<file path="src/msrd_pkg.sv">
// ----------------------------------------------------------------------------
// msrd_pkg
// Shared types, codes and constants of the modem serial receive deframer.
// ----------------------------------------------------------------------------
`default_nettype none

package msrd_pkg;

    // Register indexes of the configuration port
    localparam logic [1:0] REG_PAYLOAD_LIMIT = 2'd0;
    localparam logic [1:0] REG_CLASS_A_TYPE  = 2'd1;
    localparam logic [1:0] REG_CLASS_B_TYPE  = 2'd2;

    localparam logic [15:0] PAYLOAD_LIMIT_RST = 16'd1536;
    localparam logic [15:0] CLASS_A_TYPE_RST  = 16'h88E1;
    localparam logic [15:0] CLASS_B_TYPE_RST  = 16'h86DD;

    // Frame header layout
    localparam logic [7:0]  START_BYTE     = 8'hAA;
    localparam logic [3:0]  HDR_OUTER_HI   = 4'd2;
    localparam logic [3:0]  HDR_OUTER_LO   = 4'd3;
    localparam logic [3:0]  HDR_START_FIRST = 4'd4;
    localparam logic [3:0]  HDR_START_LAST = 4'd7;
    localparam logic [3:0]  HDR_INNER_LO   = 4'd8;
    localparam logic [3:0]  HDR_INNER_HI   = 4'd9;
    localparam logic [3:0]  HDR_LAST       = 4'd11;
    localparam logic [16:0] LEN_OVERHEAD   = 17'd10;
    localparam logic [16:0] FOOTER_LEN     = 17'd2;

    // Ethertype position inside the payload
    localparam logic [15:0] TYPE_HI_IDX  = 16'd12;
    localparam logic [15:0] TYPE_LO_IDX  = 16'd13;
    localparam logic [15:0] KIND_MIN_LEN = 16'd14;

    localparam int QUEUE_DEPTH_DEF = 4;

    typedef enum logic [1:0] {
        KIND_OTHER   = 2'd0,
        KIND_CLASS_A = 2'd1,
        KIND_CLASS_B = 2'd2
    } t_kind;

    typedef enum logic [1:0] {
        STAT_OK        = 2'd0,
        STAT_SHORTENED = 2'd1,
        STAT_CUT       = 2'd2,
        STAT_BAD_HDR   = 2'd3
    } t_status;

    typedef struct packed {
        logic [7:0] rx_byte;
        logic       burst_end;
    } t_in_item;

    typedef struct packed {
        logic [7:0]  payload_byte;
        logic        carries_byte;
        logic        frame_first;
        logic        frame_last;
        logic [1:0]  frame_kind;
        logic [1:0]  frame_status;
        logic [15:0] delivered_length;
        logic [15:0] shortened_count;
    } t_out_item;

    // Frame kind from the ethertype; too short a frame has no type
    function automatic t_kind frame_kind_f(
        input logic [15:0] idx,
        input logic [15:0] type_word,
        input logic [15:0] type_a,
        input logic [15:0] type_b
    );
        t_kind k;
        if (idx < KIND_MIN_LEN) begin
            k = KIND_OTHER;
        end else if (type_word == type_a) begin
            k = KIND_CLASS_A;
        end else if (type_word == type_b) begin
            k = KIND_CLASS_B;
        end else begin
            k = KIND_OTHER;
        end
        return k;
    endfunction

endpackage

`default_nettype wire

</file>
<file path="src/msrd_front.sv">
// ----------------------------------------------------------------------------
// msrd_front
// Header parser and frame sequencer: takes one burst byte per cycle while
// i_accept is high and produces at most one result item for it.
// ----------------------------------------------------------------------------
`default_nettype none

module msrd_front
    import msrd_pkg::*;
(
    input  wire logic        i_clk,
    input  wire logic        i_rst_n,
    input  wire logic        i_accept,
    input  wire t_in_item    i_in,
    output logic             o_emit,
    output t_out_item        o_item,
    input  wire logic        i_cfg_valid,
    output logic             o_cfg_ready,
    input  wire logic [1:0]  i_cfg_index,
    input  wire logic [15:0] i_cfg_data
);

    typedef enum logic [1:0] {
        PH_HEADER,
        PH_PAYLOAD,
        PH_SKIP,
        PH_DISCARD
    } t_phase;

    t_phase      r_phase,     n_phase;
    logic [3:0]  r_hdr_idx,   n_hdr_idx;
    logic [15:0] r_outer,     n_outer;
    logic [15:0] r_inner,     n_inner;
    logic        r_start_ok,  n_start_ok;
    logic [15:0] r_pay_idx,   n_pay_idx;
    logic [15:0] r_type,      n_type;
    logic [16:0] r_skip,      n_skip;
    logic [15:0] r_short,     n_short;
    logic [15:0] r_target,    n_target;
    logic [15:0] r_limit;
    logic [15:0] r_type_a;
    logic [15:0] r_type_b;

    logic        sok;
    logic [16:0] skip_dec;
    logic        has_byte;
    logic        first;
    logic        last;
    t_status     status;
    logic [7:0]  b;
    logic        bend;

    assign o_cfg_ready = 1'b1;
    assign b    = i_in.rx_byte;
    assign bend = i_in.burst_end;

    always_comb begin
        n_phase    = r_phase;
        n_hdr_idx  = r_hdr_idx;
        n_outer    = r_outer;
        n_inner    = r_inner;
        n_start_ok = r_start_ok;
        n_pay_idx  = r_pay_idx;
        n_type     = r_type;
        n_skip     = r_skip;
        n_short    = r_short;
        n_target   = r_target;
        o_emit     = 1'b0;
        has_byte   = 1'b0;
        first      = 1'b0;
        last       = 1'b0;
        status     = STAT_OK;
        sok        = r_start_ok;
        skip_dec   = (r_skip != 17'd0) ? (r_skip - 17'd1) : 17'd0;

        if (i_accept) begin
            unique case (r_phase)
                PH_HEADER: begin
                    sok = (r_hdr_idx == 4'd0) ? 1'b1 : r_start_ok;
                    if (r_hdr_idx == HDR_OUTER_HI) begin
                        n_outer = {b, r_outer[7:0]};
                    end else if (r_hdr_idx == HDR_OUTER_LO) begin
                        n_outer = {r_outer[15:8], b};
                    end else if (r_hdr_idx >= HDR_START_FIRST &&
                                 r_hdr_idx <= HDR_START_LAST) begin
                        if (b != START_BYTE) begin
                            sok = 1'b0;
                        end
                    end else if (r_hdr_idx == HDR_INNER_LO) begin
                        n_inner = {r_inner[15:8], b};
                    end else if (r_hdr_idx == HDR_INNER_HI) begin
                        n_inner = {b, r_inner[7:0]};
                    end
                    n_start_ok = sok;

                    if (r_hdr_idx < HDR_LAST) begin
                        if (bend) begin
                            n_hdr_idx  = 4'd0;
                            n_start_ok = 1'b1;
                        end else begin
                            n_hdr_idx = r_hdr_idx + 4'd1;
                        end
                    end else begin
                        n_pay_idx  = 16'd0;
                        n_type     = 16'd0;
                        n_hdr_idx  = 4'd0;
                        n_start_ok = 1'b1;
                        if (!(sok && ({1'b0, r_inner} + LEN_OVERHEAD == {1'b0, r_outer})))
                        begin
                            o_emit  = 1'b1;
                            last    = 1'b1;
                            status  = STAT_BAD_HDR;
                            n_phase = bend ? PH_HEADER : PH_DISCARD;
                        end else begin
                            if (r_inner > r_limit) begin
                                n_short  = r_short + 16'd1;
                                n_target = r_limit;
                            end else begin
                                n_target = r_inner;
                            end
                            n_skip = {1'b0, r_inner - n_target} + FOOTER_LEN;
                            if (bend) begin
                                o_emit  = 1'b1;
                                last    = 1'b1;
                                status  = STAT_CUT;
                                n_phase = PH_HEADER;
                            end else begin
                                n_phase = (n_target == 16'd0) ? PH_SKIP : PH_PAYLOAD;
                            end
                        end
                    end
                end

                PH_PAYLOAD: begin
                    o_emit   = 1'b1;
                    has_byte = 1'b1;
                    first    = (r_pay_idx == 16'd0);
                    if (r_pay_idx == TYPE_HI_IDX) begin
                        n_type = {b, r_type[7:0]};
                    end else if (r_pay_idx == TYPE_LO_IDX) begin
                        n_type = {r_type[15:8], b};
                    end
                    n_pay_idx = r_pay_idx + 16'd1;
                    if (bend) begin
                        last       = 1'b1;
                        status     = STAT_CUT;
                        n_phase    = PH_HEADER;
                        n_hdr_idx  = 4'd0;
                        n_start_ok = 1'b1;
                    end else if (n_pay_idx >= r_target) begin
                        n_phase = PH_SKIP;
                    end
                end

                PH_SKIP: begin
                    n_skip = skip_dec;
                    if (skip_dec == 17'd0) begin
                        o_emit     = 1'b1;
                        last       = 1'b1;
                        status     = (r_pay_idx < r_inner) ? STAT_SHORTENED : STAT_OK;
                        n_phase    = PH_HEADER;
                        n_hdr_idx  = 4'd0;
                        n_start_ok = 1'b1;
                    end else if (bend) begin
                        o_emit     = 1'b1;
                        last       = 1'b1;
                        status     = STAT_CUT;
                        n_phase    = PH_HEADER;
                        n_hdr_idx  = 4'd0;
                        n_start_ok = 1'b1;
                    end
                end

                PH_DISCARD: begin
                    // drop bytes until the burst ends
                    if (bend) begin
                        n_phase    = PH_HEADER;
                        n_hdr_idx  = 4'd0;
                        n_start_ok = 1'b1;
                    end
                end

                default: begin
                    n_phase = PH_HEADER;
                end
            endcase
        end

        o_item.payload_byte     = has_byte ? b : 8'd0;
        o_item.carries_byte     = has_byte;
        o_item.frame_first      = first;
        o_item.frame_last       = last;
        o_item.frame_kind       = last ? frame_kind_f(n_pay_idx, n_type, r_type_a, r_type_b)
                                       : KIND_OTHER;
        o_item.frame_status     = last ? status : STAT_OK;
        o_item.delivered_length = last ? n_pay_idx : 16'd0;
        o_item.shortened_count  = n_short;
    end

    always_ff @(posedge i_clk) begin
        if (!i_rst_n) begin
            r_phase    <= PH_HEADER;
            r_hdr_idx  <= 4'd0;
            r_outer    <= 16'd0;
            r_inner    <= 16'd0;
            r_start_ok <= 1'b1;
            r_pay_idx  <= 16'd0;
            r_type     <= 16'd0;
            r_skip     <= 17'd0;
            r_short    <= 16'd0;
            r_target   <= 16'd0;
            r_limit    <= PAYLOAD_LIMIT_RST;
            r_type_a   <= CLASS_A_TYPE_RST;
            r_type_b   <= CLASS_B_TYPE_RST;
        end else begin
            r_phase    <= n_phase;
            r_hdr_idx  <= n_hdr_idx;
            r_outer    <= n_outer;
            r_inner    <= n_inner;
            r_start_ok <= n_start_ok;
            r_pay_idx  <= n_pay_idx;
            r_type     <= n_type;
            r_skip     <= n_skip;
            r_short    <= n_short;
            r_target   <= n_target;
            if (i_cfg_valid) begin
                unique case (i_cfg_index)
                    REG_PAYLOAD_LIMIT: r_limit  <= i_cfg_data;
                    REG_CLASS_A_TYPE:  r_type_a <= i_cfg_data;
                    REG_CLASS_B_TYPE:  r_type_b <= i_cfg_data;
                    default: ;
                endcase
            end
        end
    end

endmodule

`default_nettype wire

</file>
<file path="src/msrd_queue.sv">
// ----------------------------------------------------------------------------
// msrd_queue
// Result queue: holds finished items until the consumer pops them.
// ----------------------------------------------------------------------------
`default_nettype none

module msrd_queue
    import msrd_pkg::*;
#(
    parameter int DEPTH = QUEUE_DEPTH_DEF
) (
    input  wire logic      i_clk,
    input  wire logic      i_rst_n,
    input  wire logic      i_wr,
    input  wire t_out_item i_data,
    input  wire logic      i_rd,
    output logic           o_full,
    output logic           o_empty,
    output t_out_item      o_data
);

    localparam int PTR_W = (DEPTH > 1) ? $clog2(DEPTH) : 1;
    localparam int CNT_W = $clog2(DEPTH + 1);

    t_out_item          r_mem [DEPTH];
    logic [PTR_W-1:0]   r_wr_ptr, n_wr_ptr;
    logic [PTR_W-1:0]   r_rd_ptr, n_rd_ptr;
    logic [CNT_W-1:0]   r_count,  n_count;

    assign o_full  = (r_count == CNT_W'(DEPTH));
    assign o_empty = (r_count == '0);
    assign o_data  = r_mem[r_rd_ptr];

    always_comb begin
        n_wr_ptr = r_wr_ptr;
        n_rd_ptr = r_rd_ptr;
        n_count  = r_count;
        if (i_wr) begin
            n_wr_ptr = (r_wr_ptr == PTR_W'(DEPTH - 1)) ? '0 : r_wr_ptr + PTR_W'(1);
        end
        if (i_rd) begin
            n_rd_ptr = (r_rd_ptr == PTR_W'(DEPTH - 1)) ? '0 : r_rd_ptr + PTR_W'(1);
        end
        priority if (i_wr && !i_rd) begin
            n_count = r_count + CNT_W'(1);
        end else if (i_rd && !i_wr) begin
            n_count = r_count - CNT_W'(1);
        end else begin
            // hold the count when idle or on a simultaneous write and read
            n_count = r_count;
        end
    end

    always_ff @(posedge i_clk) begin
        if (!i_rst_n) begin
            r_wr_ptr <= '0;
            r_rd_ptr <= '0;
            r_count  <= '0;
        end else begin
            r_wr_ptr <= n_wr_ptr;
            r_rd_ptr <= n_rd_ptr;
            r_count  <= n_count;
        end
    end

    always_ff @(posedge i_clk) begin
        if (i_wr) begin
            r_mem[r_wr_ptr] <= i_data;
        end
    end

endmodule

`default_nettype wire

</file>
<file path="src/modem_spi_rx_deframer_top.sv">
// ----------------------------------------------------------------------------
// modem_spi_rx_deframer_top
// Receive-burst deframer: parses frame headers, streams payload bytes and
// reports per-frame status through a result queue.
// ----------------------------------------------------------------------------
// Throughput: one burst byte per cycle while the result queue is not full;
//   the header and counter logic of the front sequencer settles each byte.
// A result is queued as its byte is taken and shows once older results pop.
// full rises only when the result queue holds QUEUE_DEPTH unread items.
// Reset (synchronous, active low) empties the queue, returns the parser to
//   the header phase and loads the register defaults.
`default_nettype none

module modem_spi_rx_deframer_top
    import msrd_pkg::*;
#(
    parameter int QUEUE_DEPTH = QUEUE_DEPTH_DEF
) (
    input  wire logic        i_clk,
    input  wire logic        i_rst_n,
    input  wire logic        push,
    output logic             full,
    input  wire t_in_item    i_in,
    output logic             empty,
    input  wire logic        pop,
    output t_out_item        o_out,
    input  wire logic        i_cfg_valid,
    output logic             o_cfg_ready,
    input  wire logic [1:0]  i_cfg_index,
    input  wire logic [15:0] i_cfg_data
);

    logic      accept;
    logic      emit;
    t_out_item item;

    assign accept = push && !full;

    msrd_front u_front (
        .i_clk       (i_clk),
        .i_rst_n     (i_rst_n),
        .i_accept    (accept),
        .i_in        (i_in),
        .o_emit      (emit),
        .o_item      (item),
        .i_cfg_valid (i_cfg_valid),
        .o_cfg_ready (o_cfg_ready),
        .i_cfg_index (i_cfg_index),
        .i_cfg_data  (i_cfg_data)
    );

    msrd_queue #(
        .DEPTH (QUEUE_DEPTH)
    ) u_queue (
        .i_clk   (i_clk),
        .i_rst_n (i_rst_n),
        .i_wr    (emit),
        .i_data  (item),
        .i_rd    (pop && !empty),
        .o_full  (full),
        .o_empty (empty),
        .o_data  (o_out)
    );

    a_full_not_empty: assert property (@(posedge i_clk) disable iff (!i_rst_n)
        !(full && empty))
        else $error("queue reports full and empty at once");

    a_first_has_byte: assert property (@(posedge i_clk) disable iff (!i_rst_n)
        (!empty && o_out.frame_first) |-> o_out.carries_byte)
        else $error("frame start item without a payload byte");

    a_mid_frame_quiet: assert property (@(posedge i_clk) disable iff (!i_rst_n)
        (!empty && !o_out.frame_last) |->
            (o_out.frame_status == STAT_OK && o_out.delivered_length == 16'd0))
        else $error("status fields set on an item that does not end a frame");

    a_status_item_clean: assert property (@(posedge i_clk) disable iff (!i_rst_n)
        (!empty && !o_out.carries_byte) |->
            (o_out.frame_last && o_out.payload_byte == 8'd0))
        else $error("status-only item not marked last or carries data");

endmodule

`default_nettype wire
</file>
<file path="config.mk">
export PLATFORM = sky130hd
export DESIGN_NAME = modem_spi_rx_deframer_top
export DESIGN_NICKNAME = d
export VERILOG_FILES = /design/src/msrd_pkg.sv /design/src/msrd_front.sv /design/src/msrd_queue.sv /design/src/modem_spi_rx_deframer_top.sv
export SDC_FILE = /design/constraint.sdc
export NUM_CORES = 1
export LEC_CHECK = 0
export ABC_AREA = 0
export BUFFER_PORTS_ARGS = -buffer_cell sky130_fd_sc_hd__buf_2
export CORE_AREA = 5 5 237 239
export CTS_CLUSTER_DIAMETER = 150
export CTS_CLUSTER_SIZE = 10
export DETAILED_ROUTE_END_ITERATION = 7
export DIE_AREA = 0 0 242 244
export PLACE_DENSITY = 0.48
export SYNTH_ARGS = -nofsm -noshare
export SYNTH_HDL_FRONTEND = slang
export SYNTH_SLANG_ARGS = --single-unit
</file>
<file path="constraint.sdc">
create_clock -name i_clk -period 7.1 [get_ports i_clk]
set_input_delay 0 -clock i_clk [delete_from_list [all_inputs] [get_ports i_clk]]
set_output_delay 0 -clock i_clk [all_outputs]
set_load 0.02 [all_outputs]
</file>
==> results of run 1 <==
[repair_timing]
item | CTS | global route
hold endpoints to repair | 95 | 0
buffers inserted | 0 | 0
hold buffers | 29 | 0
[synth_stat cells, types with 8 or more instances]
| master | count | area (um2) |
|---|---|---|
| edfxtp_1 | 188 | 5650 |
| dfxtp_1 | 177 | 3540 |
| nand2_1 | 176 | 661 |
| nor2_1 | 156 | 586 |
| a21oi_1 | 114 | 571 |
| inv_1 | 76 | 285 |
| xnor2_1 | 73 | 639 |
| ha_1 | 72 | 901 |
| clkbuf_1 | 70 | 263 |
| o21ai_0 | 58 | 290 |
| nand3_1 | 55 | 275 |
| and2_1 | 48 | 300 |
| mux4_2 | 47 | 1060 |
| xor2_1 | 42 | 368 |
| mux2i_1 | 41 | 410 |
| nand4_1 | 29 | 181 |
| nor3_1 | 28 | 140 |
| a21o_1 | 26 | 195 |
| a22oi_1 | 22 | 165 |
| nor4_1 | 22 | 138 |
| nor2b_1 | 21 | 131 |
| nand2b_1 | 14 | 87.6 |
| o31ai_1 | 12 | 90.1 |
| and3_1 | 11 | 68.8 |
| or3_1 | 10 | 62.6 |
| buf_2 | 9 | 45.0 |
| o211ai_1 | 9 | 67.6 |
| nand3b_1 | 8 | 60.1 |
[routing by layer]
metal / wire length, um / vias up
li1: - / 6524
met5: 0 / -
met2: 24700 / 322
met1: 26000 / 6693
met4: 1280 / 0
met3: 2320 / 78
[area by class of cell]
type / count / area, um2 / share of cell area
clock buffers: 66 / 1160 / 0.0549
clock inverters: 3 / 40.0 / 0.00189
inverters: 77 / 290 / 0.0137
multi-input cells: 1234 / 8820 / 0.417
flip-flops and latches: 365 / 9190 / 0.434
well taps: 696 / 871 / 0.0411
repair buffers: 122 / 788 / 0.0372
[power by group]
group	internal (mW)	leakage [nW]	switching (mW)
Sequential	2.23	2.90	0.101
Combinational	0.210	3.71	0.237
Clock	1.12	0.571	0.853
Total	3.55	7.17	1.19
[through the flow]
step                      total power [mW]  setup slack, ns
final                                 4.74             1.39
after CTS                             4.82             1.44
after detailed placement              2.82             1.47
after global routing                  4.93            0.877
after global placement                2.82             1.63
after floorplan                       2.65             2.08
[worst paths after layout]
path,from,endpoint,slack (ns),cells after the start
worst min-delay path,i_cfg_valid,u_front.r_limit[7]$_SDFFE_PN0P_,0.06,4
worst max-delay path,u_front.r_limit[10]$_SDFFE_PN1P_,u_front.r_skip[15]$_SDFFE_PN0P_,1.39,20
worst max register to register,u_front.r_limit[10]$_SDFFE_PN1P_,u_front.r_skip[15]$_SDFFE_PN0P_,1.39,20
worst min register to register,u_front.r_limit[1]$_SDFFE_PN0P_,u_front.r_limit[1]$_SDFFE_PN0P_,0.46,2
[kinds of logic (layout without fill, tap and decap cells)]
logic type | Yosys count | in the layout | synth area share
compound gates | 322 | 322 | 0.112
fa+ha+maj | 76 | 76 | 0.0515
simple gates | 628 | 628 | 0.172
flops | 365 | 365 | 0.493
mux | 91 | 91 | 0.0806
other cells | 1 | 1 | 0.000201
xor+xnor | 116 | 116 | 0.0549
buf+inv | 167 | 268 | 0.0355
[worst register-to-register path, cell delays in order (launching register included)]
cell and delay, ns:
dfxtp_1 0.45, inv_1 0.13, ha_1 0.32, nand4_1 0.23, a2111o_1 0.43, nand4_1 0.10
buf_4 0.19, nand2_2 0.34, a21oi_1 0.51, ha_1 0.30, nor2b_1 0.14, o31a_1 0.28
nor2_1 0.41, a21oi_1 0.08, a31oi_1 0.36, o211ai_2 0.23, nor4b_4 0.37, nand3_1 0.22
nor4_2 0.23, xnor2_1 0.09, a211oi_1 0.22
[cells in the final DEF, fill, tap and decap left out, types with 6 or more instances in the layout]
master         synthesis  routed
and2_1                48      44
dfxtp_1              177     175
or2_2                  7       7
o21bai_1               6       6
a21oi_1              114     114
o21a_1                 6       6
mux2i_1               41      41
o31ai_1               12      12
buf_4                  2      13
xor2_1                42      42
nor4_1                22      22
buf_2                  9      80
nor2_1               156     156
a22o_1                 6       6
edfxtp_1             188     188
o21ai_0               58      58
nand2_1              176     176
nand3_1               55      55
or3_1                 10      10
a21o_1                26      26
mux4_2                47      47
ha_1                  72      72
dlygate4sd3_1          0      29
clkbuf_1              70      23
clkbuf_16              0      43
inv_1                 76      75
nand2b_1              14      14
and3_1                11      11
xnor2_1               73      73
a31oi_1                7       7
o211ai_1               9       9
a22oi_1               22      22
nor2b_1               21      21
nand4_1               29      29
nand3b_1               8       8
nor3_1                28      27
==> impl_metrics.yaml, run 1 <==
sta:
  drv_slew: 0
  skew_ns: 0.0244
  hold-worst-slack_ns: 0.0572
  max_freq_mhz: 175
  final-setup-viol-count: 0
  hold_viol: 0
  relSlewSlack: 0.160
  fin_crit_ns: 5.71
  rsz0062_at_grt: "no"
  worst_pin_slew_ns: 1.26
  fin_crit_sh: 0.804
  setup_tns_ns: 0
setup_path:
  worstPathRequired_ns: 7.59
  crit_family: "compound AO/OA/AOI/OAI gates"
  cp_slowest_cell: "a21oi_1"
  path_cells: "inv_1, ha_1, nand4_1, a2111o_1, nand4_1, buf_4, nand2_2, a21oi_1, ha_1, nor2b_1, o31a_1, nor2_1, a21oi_1, a31oi_1, o211ai_2, nor4b_4, nand3_1, nor4_2, xnor2_1, a211oi_1"
  cp_max_fo: 27
  endpoint_kind: "flop"
  critPathLaunchType: "flop"
  cp.arrival_ns: 6.19
  path_buf_inv: 2
  path_class: "flop to flop"
  cp_slowest_stage_delay_ns: 0.50
placed_design:
  place_area_um2: 19700
  globalplace.congestion: 0.916
  dp.cells: 2465
  portBuffers: 80
  hpwl_mm: 37.7
grt:
  grt_use_met1: 0.256
  grt.met2_usage: 0.287
  antenna_found_initial: 2
  grt_overflow_total: 0
  grt_pass1_vias: 13500
  gr-max-usage-layer: "met2"
  use_met3: 0.0286
  grt_usage: 0.179
  grt_start_max_net_pins: 63
  grt_pass1_wl_mm: 83.7
floorplan:
  die_area_um2: 59000
  dieWidth_um: 242
  initial_core_util: 0.348
  core_area_um2: 53600
  row_count: 85
  fp.dieH_um: 244
  ios: 82
clocking:
  cts_resized: 0
  cts_tree: "built"
  cts_root_buf: "clkbuf_16"
  clock_path_buffers: 3
  cts_buffers: 42
  insertion_delay_ns: 0.57
  clk_pin_slew_ns: 0.06
  cts_sinks: 365
  htreeDepth: 2
drt:
  routedWlPerCell_um: 21.2
  drtIter0Drc: 797
  via_per_inst: 5.31
  wirelength_mm: 54.3
  num_vias: 13600
  first_pass_iters: 5
  ant_nets: 0
  drc: 0
yosys:
  ys_warn_count: 0
  ys_seq_area_frac: 0.493
  synth_fp_nets: 1872
  ys_ff_latch: 365
  syn_inst: 1766
  yosysUniqueCellTypes: 94
  syn_area_um2: 18700
  ys_async_sr_fraction: 0
  synth_edf_count: 188
  synth_flop_cell: "edfxtp_1"
  avgSynthCellArea_um2: 10.6
final_layout:
  final_cells: 2563
  largest_register: "u_queue.r_mem"
  diodes: 0
  final_util: 0.395
  drive_gt1_frac: 0.129
  largest_register_ffs: 188
  final_nets: 1948
  fin_area_um2: 21200
  largestRegisters: "u_queue.r_mem x188, u_front.r_skip x17"
  nFillCells: 5330
  areaGrowthSynthToFinish_pct: 13.5
power:
  power_density_nw_per_um2: 224
  leakage_nw: 7.17
  ir_drop_mv: 0.166
run:
  maxCapViolCount: 0
hold_path:
  hold_path_class: "input pin to flop"
outcome:
  status: "complete, no violations"
(Power assumes the default switching activity.)
==> run 2: changes to the inputs <==
- ABC_AREA: 0 -> 1
- CORE_AREA: 5 5 237 239 -> 5 5 236 238
- DIE_AREA: 0 0 242 244 -> 0 0 241 243
- clock period: 7.1 -> 5.3 ns (I/O delays scaled with it)
==> run 2 against run 1 <==
Routed wire length down 2.6%; combinational power rose to 3.3 times the previous value; via count is 10% higher; total power up 50%; sequential power is 31% higher; worst hold slack improved by 0.16 ns; sequential share of layout area about the same; core utilization up 0.13 points; die area fell by 0.82%; critical endpoint is now u_front.r_skip[11]$_SDFFE_PN0P_; highest routed layer is now met5.
==> impl_metrics.yaml, run 2 <==
sta:
  worst_slack_ns: 0.572
  hold-worst-slack_ns: 0.218
  relSlewSlack: 0.278
  fin_crit_sh: 0.892
  hold_viol: 0
  final-setup-viol-count: 0
  worst_pin_slew_ns: 1.08
  setup_tns_ns: 0
  fin_crit_ns: 4.73
  drv_slew: 0
  skew_ns: 0.0182
  max_freq_mhz: 211
  rsz0062_at_grt: "no"
setup_path:
  cp_max_fo: 17
  worstPathRequired_ns: 5.72
  critPathLaunchType: "flop"
  endpoint_kind: "flop"
  cp.arrival_ns: 5.15
  path_class: "flop to flop"
floorplan:
  fp.dieH_um: 243
  row_count: 85
  die_area_um2: 58600
  core_area_um2: 53400
  dieWidth_um: 241
  ios: 82
  initial_core_util: 0.344
yosys:
  yosysUniqueCellTypes: 59
  synth.area.top_cells: "edfxtp_1 (31%), dfxtp_1 (19%), o21ai_0 (6.5%)"
  synth-adder-area-share: 0.0512
  synth_top_area_frac: 0.307
  synth_top_area_cell: "edfxtp_1"
  ys_async_sr_fraction: 0
  ys_warn_count: 0
  avgSynthCellArea_um2: 8.44
  syn_area_um2: 18400
  ys_ff_latch: 365
  synth_fp_nets: 2286
  muxShareOfSynthArea: 0
  yosysMostFrequentCell: "nor2_1"
  synth-compound-area-share: 0.146
  synth_common_cells: "nor2_1 (315), nand2_1 (300), inv_1 (256)"
  synth_top_family_by_area: "simple AND/OR/NAND/NOR gates"
  synth_edf_count: 188
  syn_inst: 2180
  synth-xor-area-share: 0.0370
  synthSimpleGateAreaFrac: 0.194
  synth_flop_cell: "edfxtp_1"
  ys_seq_area_frac: 0.500
final_layout:
  final_common_cell: "nor2_1"
  drive_gt1_frac: 0.0880
  final_nets: 2391
  areaGrowthSynthToFinish_pct: 15.0
  largestRegisters: "u_queue.r_mem x188, u_front.r_skip x17"
  largest_register: "u_queue.r_mem"
  diodes: 0
  final_util: 0.396
  nFillCells: 5421
  mostFrequentLayoutCells: "nor2_1 (311), nand2_1 (300), inv_1 (254), o21ai_0 (236), edfxtp_1 (188)"
  largest_register_ffs: 188
power:
  power_density_nw_per_um2: 336
  leakage_nw: 8.60
  ir_drop_mv: 0.216
  total_power_mw: 7.12
placed_design:
  preCtsSetupSlack_ns: 0.555
  globalplace.congestion: 0.886
  portBuffers: 80
  hpwl_mm: 37.7
clocking:
  cts_tree: "built"
  insertion_delay_ns: 0.55
  htreeDepth: 2
  cts_root_buf: "clkbuf_16"
  clock_path_buffers: 3
  post-cts-setup-buffer-count: 0
  cts_buffers: 42
  cts_sinks: 365
  clk_pin_slew_ns: 0.06
drt:
  num_vias: 15000
  via_per_inst: 5.01
  wirelength_mm: 52.8
  routedWlPerCell_um: 17.6
  first_pass_iters: 5
  drtIter0Drc: 798
  ant_nets: 0
  drc: 0
grt:
  antenna_found_initial: 1
  grt_overflow_total: 0
  grt_usage: 0.177
  grt_start_max_net_pins: 79
  grt_pass1_vias: 14500
  grt_pass1_wl_mm: 82.8
outcome:
  status: "complete, no violations"
hold_path:
  hold_path_class: "input pin to flop"
run:
  maxCapViolCount: 0
[run 2: cell types whose count changed after synthesis, moves of 47 or more]
cell,before,now
inv_1,76,256
o21ai_0,58,238
nor2_1,156,315
nand2_1,176,300
o22ai_1,4,62
xnor2_1,73,24
mux4_2,47,0
[run 2: worst paths after layout]
path	from	to	slack (ns)	cells after the start
worst min-delay path	i_cfg_valid	u_front.r_type_b[12]$_SDFFE_PN0P_	0.22	3
worst max register to register	u_front.r_inner[9]$_SDFFE_PN0P_	u_front.r_skip[11]$_SDFFE_PN0P_	0.57	24
worst max-delay path	u_front.r_inner[9]$_SDFFE_PN0P_	u_front.r_skip[11]$_SDFFE_PN0P_	0.57	24
worst min register to register	u_front.r_target[14]$_SDFFE_PN0P_	u_front.r_target[14]$_SDFFE_PN0P_	0.47	2
[run 2: timing repair]
item,CTS,global route
hold buffers,32,0
hold endpoints to repair,110,0
gates resized for setup,0,2
setup endpoints to repair,0,3
[run 2: worst max-delay path, cell delays in order, from the launching register on]
cell and delay, ns:
dfxtp_1 0.50, ha_1 0.31, nand2_1 0.06, nand2_1 0.05
nand3_1 0.06, nand2_1 0.05, a21oi_1 0.22, nand2_2 0.26
nand2_1 0.38, nand2_1 0.08, o21ai_1 0.18, ha_1 0.24
inv_1 0.06, fa_1 0.40, xor2_1 0.23, ha_1 0.22
nand4_1 0.13, nor2_1 0.17, nand2_1 0.11, nor2_1 0.14
nand3_1 0.12, nor2_1 0.26, o21ai_0 0.12, o21ai_0 0.16
a21oi_1 0.08
[run 2: area by class of cell]
cell class | instances | area, um2 | area share
well taps | 696 | 871 | 0.0412
clock inverters | 2 | 16.3 | 0.000769
multi-input cells | 1467 | 7900 | 0.374
inverters | 266 | 998 | 0.0472
flip-flops and latches | 365 | 9190 | 0.435
clock buffers | 64 | 1150 | 0.0546
repair buffers | 143 | 1020 | 0.0480
[run 2: power breakdown]
part	total, mW	switching [mW]	internal [mW]
combinational	1.47	1.04	0.432
clock	2.60	1.11	1.49
sequential	3.05	0.0554	2.99
[run 2: routing by layer]
| metal | GRT usage | vias to the layer above | wire length (um) |
|---|---|---|---|
| met2 | 0.286 | 256 | 24300 |
| li1 | - | 7583 | - |
| met3 | 0.0272 | 54 | 2220 |
| met5 | 0 | - | 7 |
| met1 | 0.253 | 7138 | 25300 |
| met4 | 0.0397 | 2 | 981 |
[run 2: cell families after synthesis]
logic type	after synthesis
AND/OR/NAND/NOR	826
AO/OA/AOI/OAI	490
flip-flops	365
buffers and inverters	348
XOR/XNOR	76
adder cells (fa/ha/maj)	74
other	1
[run 2: stage by stage]
stage	std cells	cell area (um2)
after floorplan	2180	18400
after global placement	2905	19700
after detailed placement	2905	19700
after CTS	3003	21100
after global routing	3003	21100
final	3003	21100
